`config.mk`:
```
export PLATFORM = sky130hd
export DESIGN_NAME = keypad_disarmed_alarm_controller
export DESIGN_NICKNAME = d
export VERILOG_FILES = /design/src/rtl/core/kdac_pkg.sv /design/src/rtl/core/kdac_cfg.sv /design/src/rtl/core/kdac_blink.sv /design/src/rtl/core/kdac_keypad.sv /design/src/rtl/core/keypad_disarmed_alarm_controller.sv
export SDC_FILE = /design/constraint.sdc
export NUM_CORES = 1
export LEC_CHECK = 0
export BUFFER_PORTS_ARGS = -buffer_cell sky130_fd_sc_hd__buf_2
export CAP_MARGIN = 20
export CELL_PAD_IN_SITES_DETAIL_PLACEMENT = 1
export CELL_PAD_IN_SITES_GLOBAL_PLACEMENT = 1
export CORE_ASPECT_RATIO = 1.2
export CORE_MARGIN = 2
export CORE_UTILIZATION = 30
export DETAILED_ROUTE_END_ITERATION = 6
export PLACE_DENSITY = 0.65
export SYNTH_ARGS = -nofsm -noshare
export SYNTH_HDL_FRONTEND = slang
export SYNTH_HIERARCHICAL = 1
export SYNTH_SLANG_ARGS = --single-unit
export TNS_END_PERCENT = 30
```
`constraint.sdc`:
```
create_clock -name clk -period 3.8 [get_ports clk]
set_clock_uncertainty 0.1 [all_clocks]
set_input_delay 0.57 -clock clk [delete_from_list [all_inputs] [get_ports clk]]
set_output_delay 0.57 -clock clk [all_outputs]
set_load 0.1 [all_outputs]
```
`src/rtl/core/kdac_pkg.sv`:
```
// Shared types, constants and helpers for the keypad-disarmed alarm controller.
// Used by every module in rtl/core; has no dependencies of its own.
package kdac_pkg;

  localparam int CODE_LENGTH = 4;
  localparam int KEY_IDX_W   = (CODE_LENGTH > 1) ? $clog2(CODE_LENGTH) : 1;

  localparam logic [7:0] KEY_NONE  = 8'd0;
  localparam logic [7:0] KEY_ENTER = 8'd35;
  localparam logic [7:0] KEY_RESET_CHAR = 8'd48;

  localparam logic [2:0] WRONG_SAT = 3'd7;

  // Configuration register indexes.
  typedef enum logic [2:0] {
    REG_UNLOCK_CODE   = 3'd0,
    REG_OVER_TEMP     = 3'd1,
    REG_TICK_MS       = 3'd2,
    REG_BLINK_BOTH    = 3'd3,
    REG_BLINK_GAS     = 3'd4,
    REG_BLINK_TEMP    = 3'd5,
    REG_MAX_WRONG     = 3'd6
  } reg_idx_t;

  localparam logic [31:0]       RST_UNLOCK_CODE = 32'd825765941;
  localparam logic signed [8:0] RST_OVER_TEMP   = 9'sd50;
  localparam logic [9:0]        RST_TICK_MS     = 10'd10;
  localparam logic [15:0]       RST_BLINK_BOTH  = 16'd100;
  localparam logic [15:0]       RST_BLINK_GAS   = 16'd1000;
  localparam logic [15:0]       RST_BLINK_TEMP  = 16'd500;
  localparam logic [2:0]        RST_MAX_WRONG   = 3'd5;

  typedef struct packed {
    logic [31:0]       unlock_code;
    logic signed [8:0] trip_temp;
    logic [9:0]        tick_ms;
    logic [15:0]       blink_both_ms;
    logic [15:0]       blink_gas_ms;
    logic [15:0]       blink_temp_ms;
    logic [2:0]        max_wrong;
  } kdac_cfg_t;

  // Keypad status toward the top level and the alarm unit.
  typedef struct packed {
    logic disarm;        // code matched on this tick
    logic incorrect_q;   // incorrect LED before this tick
    logic incorrect;     // incorrect LED after this tick
    logic blocked_q;     // blocked LED before this tick
    logic blocked;       // blocked LED after this tick
  } kdac_kp_stat_t;

  // Expected key at ring position i; positions beyond the fourth expect zero.
  function automatic logic [7:0] code_key(input logic [31:0] code, input int i);
    int sh;
    sh = 8 * (CODE_LENGTH - 1 - i);
    if (sh >= 32 || sh < 0) begin
      return 8'd0;
    end
    return code[sh +: 8];
  endfunction

endpackage

```
`src/rtl/core/kdac_cfg.sv`:
```
// Configuration register file for the alarm controller.
// Depends on kdac_pkg for register indexes, reset values and the config struct.
module kdac_cfg (
  input  logic                     clk,
  input  logic                     rst_n,
  input  logic                     wr_en,
  input  logic [2:0]               wr_index,
  input  logic [31:0]              wr_data,
  output kdac_pkg::kdac_cfg_t      cfg
);

  kdac_pkg::kdac_cfg_t cfg_r;

  always_ff @(posedge clk) begin
    if (!rst_n) begin
      cfg_r.unlock_code     <= kdac_pkg::RST_UNLOCK_CODE;
      cfg_r.trip_temp       <= kdac_pkg::RST_OVER_TEMP;
      cfg_r.tick_ms         <= kdac_pkg::RST_TICK_MS;
      cfg_r.blink_both_ms   <= kdac_pkg::RST_BLINK_BOTH;
      cfg_r.blink_gas_ms    <= kdac_pkg::RST_BLINK_GAS;
      cfg_r.blink_temp_ms   <= kdac_pkg::RST_BLINK_TEMP;
      cfg_r.max_wrong       <= kdac_pkg::RST_MAX_WRONG;
    end else if (wr_en) begin
      case (wr_index)
        kdac_pkg::REG_UNLOCK_CODE: cfg_r.unlock_code     <= wr_data;
        kdac_pkg::REG_OVER_TEMP:   cfg_r.trip_temp       <= $signed(wr_data[8:0]);
        kdac_pkg::REG_TICK_MS:     cfg_r.tick_ms         <= wr_data[9:0];
        kdac_pkg::REG_BLINK_BOTH:  cfg_r.blink_both_ms   <= wr_data[15:0];
        kdac_pkg::REG_BLINK_GAS:   cfg_r.blink_gas_ms    <= wr_data[15:0];
        kdac_pkg::REG_BLINK_TEMP:  cfg_r.blink_temp_ms   <= wr_data[15:0];
        kdac_pkg::REG_MAX_WRONG:   cfg_r.max_wrong       <= wr_data[2:0];
        default: ;
      endcase
    end
  end

  assign cfg = cfg_r;

endmodule

```
`src/rtl/core/kdac_blink.sv`:
```
// Alarm source latching and LED blink timer for the alarm controller.
// Depends on kdac_pkg for the configuration struct.
module kdac_blink (
  input  logic                     clk,
  input  logic                     rst_n,
  input  logic                     en,
  input  logic                     gas_present,
  input  logic signed [8:0]        temperature_c,
  input  logic                     disarm,
  input  kdac_pkg::kdac_cfg_t      cfg,
  output logic                     armed_now,
  output logic                     alarm_nxt,
  output logic                     led_nxt
);

  logic        alarm_r;
  logic        gas_lat_r;
  logic        temp_lat_r;
  logic [15:0] elapsed_r;
  logic        led_r;

  logic        gas_lat_nxt;
  logic        temp_lat_nxt;
  logic [15:0] elapsed_nxt;
  logic        over_temp;
  logic [16:0] sum;
  logic [15:0] sat;
  logic [15:0] period;
  logic        have_period;

  assign over_temp = temperature_c > cfg.trip_temp;
  assign armed_now = alarm_r | over_temp | gas_present;
  assign sum       = {1'b0, elapsed_r} + {7'd0, cfg.tick_ms};
  assign sat       = sum[16] ? 16'hFFFF : sum[15:0];

  always_comb begin
    gas_lat_nxt  = gas_lat_r | gas_present;
    temp_lat_nxt = temp_lat_r | over_temp;
    period       = 16'd0;
    have_period  = 1'b1;
    if (gas_lat_nxt && temp_lat_nxt) begin
      period = cfg.blink_both_ms;
    end else if (gas_lat_nxt) begin
      period = cfg.blink_gas_ms;
    end else if (temp_lat_nxt) begin
      period = cfg.blink_temp_ms;
    end else begin
      have_period = 1'b0;
    end

    elapsed_nxt = elapsed_r;
    led_nxt     = led_r;
    if (armed_now) begin
      elapsed_nxt = sat;
      if (have_period && sat >= period) begin
        elapsed_nxt = 16'd0;
        led_nxt     = ~led_r;
      end
    end else begin
      led_nxt      = 1'b0;
      gas_lat_nxt  = 1'b0;
      temp_lat_nxt = 1'b0;
    end
    alarm_nxt = armed_now & ~disarm;
  end

  always_ff @(posedge clk) begin
    if (!rst_n) begin
      alarm_r    <= 1'b0;
      gas_lat_r  <= 1'b0;
      temp_lat_r <= 1'b0;
      elapsed_r  <= 16'd0;
      led_r      <= 1'b0;
    end else if (en) begin
      alarm_r    <= alarm_nxt;
      gas_lat_r  <= gas_lat_nxt;
      temp_lat_r <= temp_lat_nxt;
      elapsed_r  <= elapsed_nxt;
      led_r      <= led_nxt;
    end
  end

endmodule

```
`src/rtl/core/kdac_keypad.sv`:
```
// Keypad code entry, compare and wrong-attempt blocking for the alarm controller.
// Depends on kdac_pkg for the configuration struct, key codes and code_key().
module kdac_keypad (
  input  logic                     clk,
  input  logic                     rst_n,
  input  logic                     en,
  input  logic [7:0]               key_char,
  input  logic                     armed_now,
  input  kdac_pkg::kdac_cfg_t      cfg,
  output kdac_pkg::kdac_kp_stat_t  stat
);

  logic [7:0]                     keys_r [kdac_pkg::CODE_LENGTH];
  logic [kdac_pkg::KEY_IDX_W-1:0] pos_r;
  logic [2:0]                     wrong_r;
  logic                           ind_r;
  logic                           press_r;
  logic                           blocked_r;

  logic [kdac_pkg::KEY_IDX_W-1:0] pos_nxt;
  logic [2:0]                     wrong_nxt;
  logic                           ind_nxt;
  logic                           press_nxt;
  logic                           blocked_nxt;
  logic                           key_wr;
  logic                           match;
  logic                           disarm;
  logic                           is_enter;

  always_comb begin
    match = 1'b1;
    for (int i = 0; i < kdac_pkg::CODE_LENGTH; i++) begin
      if (keys_r[i] != kdac_pkg::code_key(cfg.unlock_code, i)) begin
        match = 1'b0;
      end
    end
  end

  assign is_enter = key_char == kdac_pkg::KEY_ENTER;

  always_comb begin
    pos_nxt     = pos_r;
    wrong_nxt   = wrong_r;
    ind_nxt     = ind_r;
    press_nxt   = press_r;
    blocked_nxt = blocked_r;
    key_wr      = 1'b0;
    disarm      = 1'b0;
    if (wrong_r < cfg.max_wrong) begin
      if (key_char != kdac_pkg::KEY_NONE && !is_enter) begin
        key_wr = 1'b1;
        if (pos_r == kdac_pkg::KEY_IDX_W'(kdac_pkg::CODE_LENGTH - 1)) begin
          pos_nxt = '0;
        end else begin
          pos_nxt = pos_r + 1'b1;
        end
      end
      if (is_enter) begin
        if (ind_r) begin
          if (press_r) begin
            ind_nxt   = 1'b0;
            press_nxt = 1'b0;
            pos_nxt   = '0;
          end else begin
            press_nxt = 1'b1;
          end
        end else if (armed_now) begin
          if (match) begin
            disarm    = 1'b1;
            wrong_nxt = 3'd0;
            pos_nxt   = '0;
          end else begin
            ind_nxt = 1'b1;
            if (wrong_r < kdac_pkg::WRONG_SAT) begin
              wrong_nxt = wrong_r + 3'd1;
            end
          end
        end
      end
    end else begin
      blocked_nxt = 1'b1;
    end
  end

  always_ff @(posedge clk) begin
    if (!rst_n) begin
      for (int i = 0; i < kdac_pkg::CODE_LENGTH; i++) begin
        keys_r[i] <= kdac_pkg::KEY_RESET_CHAR;
      end
      pos_r     <= '0;
      wrong_r   <= 3'd0;
      ind_r     <= 1'b0;
      press_r   <= 1'b0;
      blocked_r <= 1'b0;
    end else if (en) begin
      if (key_wr) begin
        keys_r[pos_r] <= key_char;
      end
      pos_r     <= pos_nxt;
      wrong_r   <= wrong_nxt;
      ind_r     <= ind_nxt;
      press_r   <= press_nxt;
      blocked_r <= blocked_nxt;
    end
  end

  assign stat.disarm      = disarm;
  assign stat.incorrect_q = ind_r;
  assign stat.incorrect   = ind_nxt;
  assign stat.blocked_q   = blocked_r;
  assign stat.blocked     = blocked_nxt;

endmodule

```
`src/rtl/core/keypad_disarmed_alarm_controller.sv`:
```
// Top level of the keypad-disarmed gas and over-temperature alarm controller.
// Depends on kdac_pkg, kdac_cfg, kdac_blink and kdac_keypad.
//
// Each input transfer is one tick carrying the gas flag, the temperature and
// the key released in that tick; each tick produces exactly one result transfer
// with the alarm state and the three LED levels as they stand after the tick.
// A tick is captured in an input register and processed combinationally on
// its way into the result register, so one tick per clock is sustained. The
// only limit on rate is the result side: when the result register is full
// and stalled, the tick in the input register waits, and the input stalls
// once that register is also occupied. Configuration registers are written
// through the cfg_ channel, which is always ready; writes are meant to happen
// while no tick is in flight. There is no clearing pass after reset.
module keypad_disarmed_alarm_controller (
  input  logic              clk,
  input  logic              rst_n,

  input  logic              in_valid,
  output logic              in_stall,
  input  logic              in_gas_present,
  input  logic signed [8:0] in_temperature_c,
  input  logic [7:0]        in_key_char,

  output logic              out_valid,
  input  logic              out_stall,
  output logic              out_alarm_active,
  output logic              out_alarm_led,
  output logic              out_incorrect_led,
  output logic              out_blocked_led,

  input  logic              cfg_valid,
  output logic              cfg_ready,
  input  logic [2:0]        cfg_index,
  input  logic [31:0]       cfg_wdata
);

  kdac_pkg::kdac_cfg_t     cfg;
  kdac_pkg::kdac_kp_stat_t kp_stat;

  // Input register stage.
  logic              s1_valid_r;
  logic              s1_gas_r;
  logic signed [8:0] s1_temp_r;
  logic [7:0]        s1_key_r;

  // Result register stage.
  logic out_valid_r;
  logic out_alarm_r;
  logic out_led_r;
  logic out_incorrect_r;
  logic out_blocked_r;

  logic in_accept;
  logic adv;
  logic armed_now;
  logic alarm_nxt;
  logic led_nxt;

  // The tick in the input register is processed when the result register can
  // take its result; all state updates happen on this same edge.
  assign adv       = s1_valid_r & (~out_valid_r | ~out_stall);
  assign in_stall  = s1_valid_r & ~adv;
  assign in_accept = in_valid & ~in_stall;
  assign cfg_ready = 1'b1;

  always_ff @(posedge clk) begin
    if (!rst_n) begin
      s1_valid_r <= 1'b0;
    end else begin
      s1_valid_r <= in_accept | (s1_valid_r & ~adv);
    end
  end

  always_ff @(posedge clk) begin
    if (in_accept) begin
      s1_gas_r  <= in_gas_present;
      s1_temp_r <= in_temperature_c;
      s1_key_r  <= in_key_char;
    end
  end

  kdac_cfg u_cfg (
    .clk      (clk),
    .rst_n    (rst_n),
    .wr_en    (cfg_valid & cfg_ready),
    .wr_index (cfg_index),
    .wr_data  (cfg_wdata),
    .cfg      (cfg)
  );

  // Sources and blinking are evaluated first; the keypad sees the armed state
  // after source latching and may then disarm within the same tick.
  kdac_blink u_blink (
    .clk           (clk),
    .rst_n         (rst_n),
    .en            (adv),
    .gas_present   (s1_gas_r),
    .temperature_c (s1_temp_r),
    .disarm        (kp_stat.disarm),
    .cfg           (cfg),
    .armed_now     (armed_now),
    .alarm_nxt     (alarm_nxt),
    .led_nxt       (led_nxt)
  );

  kdac_keypad u_keypad (
    .clk       (clk),
    .rst_n     (rst_n),
    .en        (adv),
    .key_char  (s1_key_r),
    .armed_now (armed_now),
    .cfg       (cfg),
    .stat      (kp_stat)
  );

  always_ff @(posedge clk) begin
    if (!rst_n) begin
      out_valid_r <= 1'b0;
    end else if (adv) begin
      out_valid_r <= 1'b1;
    end else if (~out_stall) begin
      out_valid_r <= 1'b0;
    end
  end

  always_ff @(posedge clk) begin
    if (adv) begin
      out_alarm_r     <= alarm_nxt;
      out_led_r       <= led_nxt;
      out_incorrect_r <= kp_stat.incorrect;
      out_blocked_r   <= kp_stat.blocked;
    end
  end

  assign out_valid         = out_valid_r;
  assign out_alarm_active  = out_alarm_r;
  assign out_alarm_led     = out_led_r;
  assign out_incorrect_led = out_incorrect_r;
  assign out_blocked_led   = out_blocked_r;

  // Once the keypad is blocked it stays blocked until reset.
  a_blocked_sticky: assert property (@(posedge clk) disable iff (!rst_n)
    kp_stat.blocked_q |-> kp_stat.blocked)
    else $error("blocked indicator cleared without reset");

  // The incorrect LED can only light on an enter key of a processed tick.
  a_incorrect_on_enter: assert property (@(posedge clk) disable iff (!rst_n)
    (adv && !kp_stat.incorrect_q && kp_stat.incorrect) |->
      (s1_key_r == kdac_pkg::KEY_ENTER))
    else $error("incorrect LED lit without an enter key");

  // The input side only stalls while a tick is held in the input register.
  a_stall_needs_item: assert property (@(posedge clk) disable iff (!rst_n)
    in_stall |-> (s1_valid_r && out_valid_r))
    else $error("input stalled with no tick waiting");

endmodule

```
## After elaboration in Yosys (flattened, before gate mapping)

Memories as Yosys holds them, arrays and structs flattened.
Cells that the tools add are included.

- Output and inout bits: 7
- Bits in writable memories: 32
- Register bits: 154
- Memories: 1
- Logic and storage cells: 132
- Input bits: 58

Memories:

| memory | depth | width | read ports | clocked after Yosys merged registers in | write ports | line | text |
|---|---|---|---|---|---|---|---|
| u_keypad.keys_r | 4 | 8 | 4 | 0 | 4 | kdac_keypad.sv:13 | `logic [7:0] keys_r [kdac_pkg::CODE_LENGTH];` |

- Reduce and logical (&&, ||, !) cells: 19
- Mux-type cells: 49
- Add/sub/neg operators: 3
- Eq/ne operators: 13
- $lt $le $gt $ge: 4
- Bitwise operators: 17

Operators with widths:

| cell | number |
|---|---|
| $mux 16 | 5 |
| $mux 1 | 33 |
| $ne 8x8->1 | 4 |
| $reduce_and 2->1 | 9 |
| $add 16x10->17 | 1 |
| $ge 16x16->1 | 1 |
| $mux 2 | 8 |
| $eq 3x3->1 const B | 3 |
| $gt 9x9->1 | 1 |
| $eq 8x6->1 const B | 1 |
| $mux 8 | 1 |
| $reduce_bool 8->1 | 1 |
| $reduce_or 8->1 | 1 |
| $not 1->1 | 7 |
| $eq 3x2->1 const B | 2 |
| $mux 3 | 2 |
| $or 1x1->1 | 6 |
| $reduce_and 6->1 | 1 |
| $and 1x1->1 | 4 |
| $reduce_and 4->1 | 1 |
| $add 3x1->3 const B | 1 |
| $eq 3x1->1 const B | 1 |
| $logic_and 1x1->1 | 3 |
| $logic_not 3->1 | 1 |
| 7 further kinds | 7 |

## Depth between registers and ports, before layout

Gate-level depths: netlist (run 1).
An unclocked memory read counts as a cell.

- Depth in word-level cells: 13
- Depth in mapped cells: 20
- Depth with buffers taken out: 17

## Hierarchy

Netlist (run 1), hierarchy kept.

Modules (own cells, without submodules):

| module | times used | cells each | area each (µm²) | sequential area each (µm²) |
|---|---|---|---|---|
| kdac_cfg | 1 | 391 | 4,046.4 | 2,042.0 |
| kdac_blink | 1 | 280 | 2,321.0 | 400.4 |
| kdac_keypad | 1 | 190 | 2,228.4 | 1,121.1 |
| keypad_disarmed_alarm_controller | 1 | 32 | 755.7 | 700.7 |

## Least setup slack after synthesis (run 1)

No wires, ideal clock.

- Path kind: reg2reg
- Start: register u_cfg.cfg_r, in the netlist u_cfg/cfg[64]
- End: register u_blink.elapsed_r[6]
- Cell stages (with the launch flop): 21
- Data required time: 3,583 ps
- Period minus slack after synthesis: 4,214 ps
- Path buffers: 4
- Slack: -414 ps
- Data arrival time: 3,997 ps
- Setup time: 117 ps
- Cells stage by stage: dfxtp_1 > inv_1 > ha_1 > and4_4 > a41o_1 > or3_4 > a311oi_1 > buf_4 > buf_2 > mux2i_1 > nor2_1 > a21oi_1 > ha_1 > nand4_1 > nor3_1 > o2111ai_1 > a32o_2 > and3_4 > buf_6 > buf_8 > a22o_1

- Word-level cells in the longest chain between the ends: 8
- Elaborated cells between the ends (all ways): 15
- Classes of those cells: 2 x order compare; 7 x mux; 3 x bitwise; 3 x reduce/logical

Ends and longest elaborated chain:

| item | line | text |
|---|---|---|
| from (decl) | kdac_cfg.sv:12 | `kdac_pkg::kdac_cfg_t cfg_r;` |
| $gt 9x9->1 (*) | kdac_blink.sv:31 | `assign over_temp = temperature_c > cfg.trip_temp;` |
| $or 1x1->1 | kdac_blink.sv:38 | `temp_lat_nxt = temp_lat_r \| over_temp;` |
| $mux 16 | kdac_blink.sv:45 | `end else if (temp_lat_nxt) begin` |
| $mux 16 | kdac_blink.sv:43 | `end else if (gas_lat_nxt) begin` |
| $mux 16 | kdac_blink.sv:41 | `if (gas_lat_nxt && temp_lat_nxt) begin` |
| $ge 16x16->1 | kdac_blink.sv:55 | `if (have_period && sat >= period) begin` |
| $logic_and 1x1->1 | kdac_blink.sv:55 |  |
| $mux 16 | kdac_blink.sv:55 |  |
| to (signal assigned) | kdac_blink.sv:78 | `elapsed_r <= elapsed_nxt;` |
| to (decl) | kdac_blink.sv:19 | `logic [15:0] elapsed_r;` |

Mark *: on every way between the ends. The rest lies on a longest branch, timed or not.
A chain may end at the register's enable or synchronous reset.

## Worst setup path after layout (run 1)

- Start: register s1_temp_r[6]
- End: register out_led_r (netlist: out_alarm_led), data pin

- Word-level cells in the longest chain between the ends: 9
- Elaborated cells between the ends (all ways): 15
- Classes of those cells: 2 x order compare; 8 x mux; 3 x bitwise; 2 x reduce/logical

Ends and longest elaborated chain:

| item | line | text |
|---|---|---|
| from (decl) | keypad_disarmed_alarm_controller.sv:43 | `logic signed [8:0] s1_temp_r;` |
| from (signal assigned) | keypad_disarmed_alarm_controller.sv:77 | `s1_temp_r <= in_temperature_c;` |
| $gt 9x9->1 (*) | kdac_blink.sv:31 |  |
| $or 1x1->1 | kdac_blink.sv:38 |  |
| $mux 16 | kdac_blink.sv:45 |  |
| $mux 16 | kdac_blink.sv:43 |  |
| $mux 16 | kdac_blink.sv:41 |  |
| $ge 16x16->1 | kdac_blink.sv:55 |  |
| $logic_and 1x1->1 | kdac_blink.sv:55 |  |
| $mux 1 | kdac_blink.sv:55 |  |
| $mux 1 (*) | kdac_blink.sv:53 | `if (armed_now) begin` |
| named net led_nxt | keypad_disarmed_alarm_controller.sv:57 | `logic led_nxt;` |
| to (signal assigned) | keypad_disarmed_alarm_controller.sv:129 | `out_led_r <= led_nxt;` |
| to (decl) | keypad_disarmed_alarm_controller.sv:49 | `logic out_led_r;` |

Mark *: on every way through the listed nets, which the timed path passes. The rest lies on a longest branch.

==> results of run 1 <==
==> power groups by stage <==
| stage | Clock (mW) | Sequential, mW | Combinational (mW) |
|---|---|---|---|
| floorplan | 0 | 2.19 | 0.294 |
| global placement | 0 | 2.19 | 0.458 |
| detailed placement | 0 | 2.19 | 0.471 |
| CTS | 1.80 | 2.15 | 0.507 |
| global route | 1.88 | 2.15 | 0.567 |
| finish | 1.75 | 2.15 | 0.519 |
==> path summary, 6_finish.rpt <==
path / end / slack [ns] / cells past startpoint
max: out_alarm_led$_DFFE_PP_ / -0.33 / 20
min: s1_temp_r[5]$_DFFE_PP_ / 0.21 / 1
max reg2reg: out_alarm_led$_DFFE_PP_ / -0.33 / 20
min reg2reg: u_cfg/cfg[69]$_SDFFE_PN0P_ / 0.36 / 2
==> flip-flops by register name, indices dropped and copies added, names as in the netlist, 2 cells and up <==
signal	flops
u_blink/elapsed_r	16
u_keypad/pos_r	2
s1_temp_r	9
u_cfg/cfg	102
u_keypad/keys_r	32
s1_key_r	8
u_keypad/wrong_r	3
==> area by class of cell <==
| class | instances | area share |
|---|---|---|
| tap | 396 | 0.0447 |
| multi-input combinational | 635 | 0.439 |
| sequential | 186 | 0.386 |
| clock buffer | 18 | 0.0407 |
| clock inverter | 14 | 0.0120 |
| timing repair buffer | 112 | 0.0693 |
| inverter | 25 | 0.00847 |
==> routing by layer <==
| layer | vias to the layer above | track usage | share of wire |
|---|---|---|---|
| met2 | 78 | 0.268 | 0.52 |
| met5 | - | 0 | 0.00046 |
| met1 | 3276 | 0.175 | 0.43 |
| met4 | 2 | 0.0593 | 0.027 |
| met3 | 38 | 0.0254 | 0.023 |
| li1 | 3322 | - | - |
==> stage by stage <==
stage,setup TNS [ns],setup slack [ns],util
final,-5.02,-0.333,0.362
after floorplan,-2.23,-0.191,-
after CTS,-6.36,-0.397,0.358
after global routing,-8.76,-0.574,0.362
after detailed placement,-7.54,-0.454,0.335
after global placement,-4.93,-0.318,0.335
==> timing repair <==
item,4_1_cts,5_1_grt
pin swaps,0,16
setup buffers,6,1
endpoints found under the setup margin,18,18
resized for setup,7,18
cloned,2,0
==> run metrics, run 1 <==
Worst Hold Class=in2reg; share of cells above drive strength 1=0.202; Pint=between 3 and 4 mW; vias=6716; Avg WL per Cell=approximately 17 um; Hold Violations, Final=0; ANT nets after route=0; Psw=1.18 mW; final worst slack=-0.333 ns; MaxCap Viol Count=0; Die W=165 um; clock network fraction of total power=0.397; Sw Ratio=0.267; cell repeated most along the worst path=buf_4; Largest stage delay, worst path=0.41 ns; root buffer cell=clkbuf_16; CTS tree=built; commonest non-fill, non-tap cell in the layout=dfxtp_1; Final #Nets=approximately 1100; die area=32600 sq um; Max H-tree Level=4; grt ovf=0; Total GRT Usage=0.149; crit share post-route=1.09; most frequent cells in the layout=dfxtp_1, nand2_1, mux2i_1, buf_2, nor2b_1; starting density of the core=0.305; Reg area=4270 sq um; largest net degree at the start of global routing=144; Post-route DRC=0; final wirelength=23.8 mm; global-route wire length before repair=roughly 37 mm; Hold Crit Start=in_temperature_c[5]; CP bufs+invs=6; drt pass-1 iters=4; CP delay by family, top=compound AO/OA/AOI/OAI gates; CTS Buf Count=17; Avg Inst Size Synth=roughly 10 sq um; later-pin clock latency in the skew report=0.44 ns; Worst IR Drop VDD=0.000317 V; PwrDens=399 nW/um^2; Setup CP Type=reg2reg; Syn Nets=989; slowest library cell on the worst path=edfxtp_1; Crit. End Element=flop; # setup viols final=18; clock sink count=186; crit path from=s1_temp_r[6]$_DFFE_PP_; critical path arrival=between 4 and 5 ns; Leakage=4.61 nW; routed vias/inst=4.85; worst r2r src=s1_temp_r[6]$_DFFE_PP_; RSZ-0062 raised after global routing=yes; crit-path cells=ha_4 > buf_4 > a21oi_1 > o21ai_0 > or3_4 > a311oi_4 > buf_6 > buf_4 > nor3_4 > buf_12 > buf_4 > a2bb2oi_1 > ha_1 > nand2_1 > nor3_4 > a211oi_1 > a32o_2 > buf_4 > xor2_1 > nor2_1; ANT cells=0; worst slew pin tran=0.947 ns; Worst-path clk slew=about 0.070 ns; Slew Limit Fails=0; WP data required=3.89 ns; # IOs=65; min Tclk post-route=4.13 ns; Layout area overhead=18.6%; Multi-input gate area=4860 sq um; port buffer count=63; initial antenna violation count=2; status=finished with violations; Post-Layout Cell Count=1386; 1st-iter DRT viols=145; gpl congestion=about 0.8; FMAX=242 MHz; total power=4.41 mW; # placed instances=1345; Core Footprint=30600 sq um; fill cell count=3418; max_slew headroom=0.366; Syn Std Cell Area=just over 9000 sq um; startpoint types=flop; WHS=0.207 ns; Die Ht=roughly 200 um; crit-path max FO=9; fin area=11100 sq um; Mapped Cells=891; Cell Rows=70; placed instance area=10200 sq um; dpl hpwl=~17 mm; CTS Hold Buffers Added=0; part of the power in registers=0.486; Longest Clk Path Bufs=2; vias in the first global route=7014; combinational share of power=0.118; violated checks=negative setup slack; Synthesis Warnings=6
Note: power is estimated with default switching activity, not from simulation.
==> inputs of run 2 (changes only) <==
--- a/config.mk
+++ b/config.mk
@@ -11,9 +11,10 @@
 export CELL_PAD_IN_SITES_GLOBAL_PLACEMENT = 1
 export CORE_ASPECT_RATIO = 1.2
 export CORE_MARGIN = 2
-export CORE_UTILIZATION = 30
+export CORE_UTILIZATION = 44
 export DETAILED_ROUTE_END_ITERATION = 6
-export PLACE_DENSITY = 0.65
+export PLACE_DENSITY = 0.86
+export RECOVER_POWER = 100
 export SYNTH_ARGS = -nofsm -noshare
 export SYNTH_HDL_FRONTEND = slang
 export SYNTH_HIERARCHICAL = 1
==> run 2 against run 1 <==
  * The flow finishes with violations (max-capacitance violations, max-slew violations, negative setup slack)
  * Maximum frequency is 4.0% lower
  * Critical path type unchanged
  * Die area is 31% lower
  * Clock power is 3% lower
  * Critical path depth is 3 lower
  * Combinational power is 2% higher
  * Register-to-register slack worse by 0.17 ns
  * Design area is 2.0% lower
  * Largest power group unchanged
  * Clock-buffer cell count is 3 higher
  * Global-route usage is 8.1 points higher
==> run metrics, run 2 (synthesis results as in run 1) <==
# IOs=65; clock sink count=186; violated checks=max-capacitance violations, max-slew violations, negative setup slack; 1st-iter DRT viols=405; FMAX=232 MHz; flop-to-flop setup slack=-0.50 ns; grt ovf=0; crit share post-route=1.13; Psw=1.14 mW; gpl congestion=roughly 0.82; Core Footprint=between 20000 and 25000 sq um; drt pass-1 iters=6; Worst-path clk slew=0.07 ns; PwrDens=between 400 and 500 nW/um^2; # setup viols final=18; status=finished with violations; fill cell count=2326; final worst slack=-0.504 ns; commonest non-fill, non-tap cell in the layout=dfxtp_1; final core occ=0.519; largest net degree at the start of global routing=172; WHS=0.207 ns; routed vias/inst=5.60; vias=7031; clock network fraction of total power=0.388; Avg WL per Cell=20.5 um; root buffer cell=clkbuf_16; dpl hpwl=approximately 17 mm; Cell Rows=58; starting density of the core=0.447; met2 routed WL=13.6 mm; Leakage=4.52 nW; worst slew pin tran=around 2.4 ns; Slew Limit Fails=52; max_slew headroom=-0.570; # placed instances=about 1200; Die Ht=between 150 and 200 um; Post-route DRC=0; min Tclk post-route=4.30 ns; vias in the first global route=slightly below 8000; MaxCap Viol Count=2; Reg area=4270 sq um; routed wl met3=between 600 and 700 um; Max H-tree Level=4; Final #Nets=1070; Post-Layout Cell Count=1255; Crit. End Element=flop; ANT nets after route=0; WP data required=3.88 ns; share of cells above drive strength 1=0.195; most frequent cells in the layout=dfxtp_1, nand2_1, mux2i_1, nor2b_1; CTS Buf Count=17; RSZ-0062 raised after global routing=yes; CTS tree=built; startpoint types=flop; Multi-input gate area=4920 sq um; initial antenna violation count=0; Longest Clk Path Bufs=2; total power=4.38 mW; top sig layer=met4; ANT cells=0; Worst IR Drop VDD=0.000335 V; crit-path max FO=8; Post-Place Setup Slack=-0.455 ns; part of the power in registers=0.491; Worst Hold Class=in2reg; port buffer count=63; Sw Ratio=0.259; Die W=between 100 and 150 um; Layout area overhead=16.2%; Hold Violations, Final=0; met1 wire length=between 10 and 15 mm; global-route wire length before repair=39.7 mm; combinational share of power=0.121; critical path arrival=between 4 and 5 ns; Largest register FFs=102; Setup CP Type=reg2reg; later-pin clock latency in the skew report=0.44 ns; die area=22400 sq um; final wirelength=around 26 mm; Pint=3.25 mW; Total GRT Usage=0.230
## run 2: worst max-delay path, stage by stage, from the launching register on
cell	delay, ns
edfxtp_1	0.43
ha_4	0.28
and4_4	0.14
a41o_1	0.20
or3_4	0.41
a311oi_4	0.28
buf_4	0.18
buf_12	0.13
buf_6	0.10
mux2i_2	0.25
a2bb2oi_2	0.18
ha_1	0.26
a211oi_2	0.24
o21ai_1	0.13
o2111ai_1	0.13
a32o_2	0.30
xor2_2	0.23
nor2_1	0.07
## run 2: metrics by stage
| step | setup TNS, ns | instance area [sq um] |
|---|---|---|
| after floorplan | -2.23 | 9360 |
| after global placement | -3.20 | 10000 |
| after detailed placement | -6.68 | 10000 |
| after CTS | -6.85 | 10800 |
| after global routing | -10.67 | 10900 |
| final | -8.38 | 10900 |
## run 2: final timing paths
check,from,to,depth (start not counted)
setup / recovery,s1_temp_r[7]$_DFFE_PP_,out_alarm_led$_DFFE_PP_,17
hold / removal,in_gas_present,s1_gas_r$_DFFE_PP_,1
setup reg to reg,s1_temp_r[7]$_DFFE_PP_,out_alarm_led$_DFFE_PP_,17
hold reg to reg,u_keypad/blocked_r$_SDFFE_PN0P_,u_keypad/blocked_r$_SDFFE_PN0P_,2
## run 2: area by class of cell
type	count	area share
flip-flops and latches	186	0.393
clock inverters	11	0.00796
well taps	270	0.0311
clock buffers	21	0.0444
repair buffers	107	0.0612
multi-input cells	635	0.453
inverters	25	0.00865
## run 2: layer usage
metal	vias to the layer above	track usage
li1	3300	-
met1	3508	0.257
met2	158	0.417
met3	65	0.0363
met4	0	0.116
met5	-	0
## run 2: timing repair
item,CTS,global route
resized for setup,24,20
buffers inserted,9,3
pin swaps,28,21
setup endpoints to repair,18,18
hold buffers,0,0
gates cloned,2,0
## run 2: power groups by stage
stage | logic (mW) | registers (mW) | clock network [mW]
after floorplan | 0.294 | 2.19 | 0
after global placement | 0.437 | 2.19 | 0
after detailed placement | 0.453 | 2.19 | 0
after CTS | 0.505 | 2.15 | 1.73
after global routing | 0.565 | 2.16 | 1.80
final | 0.529 | 2.15 | 1.70
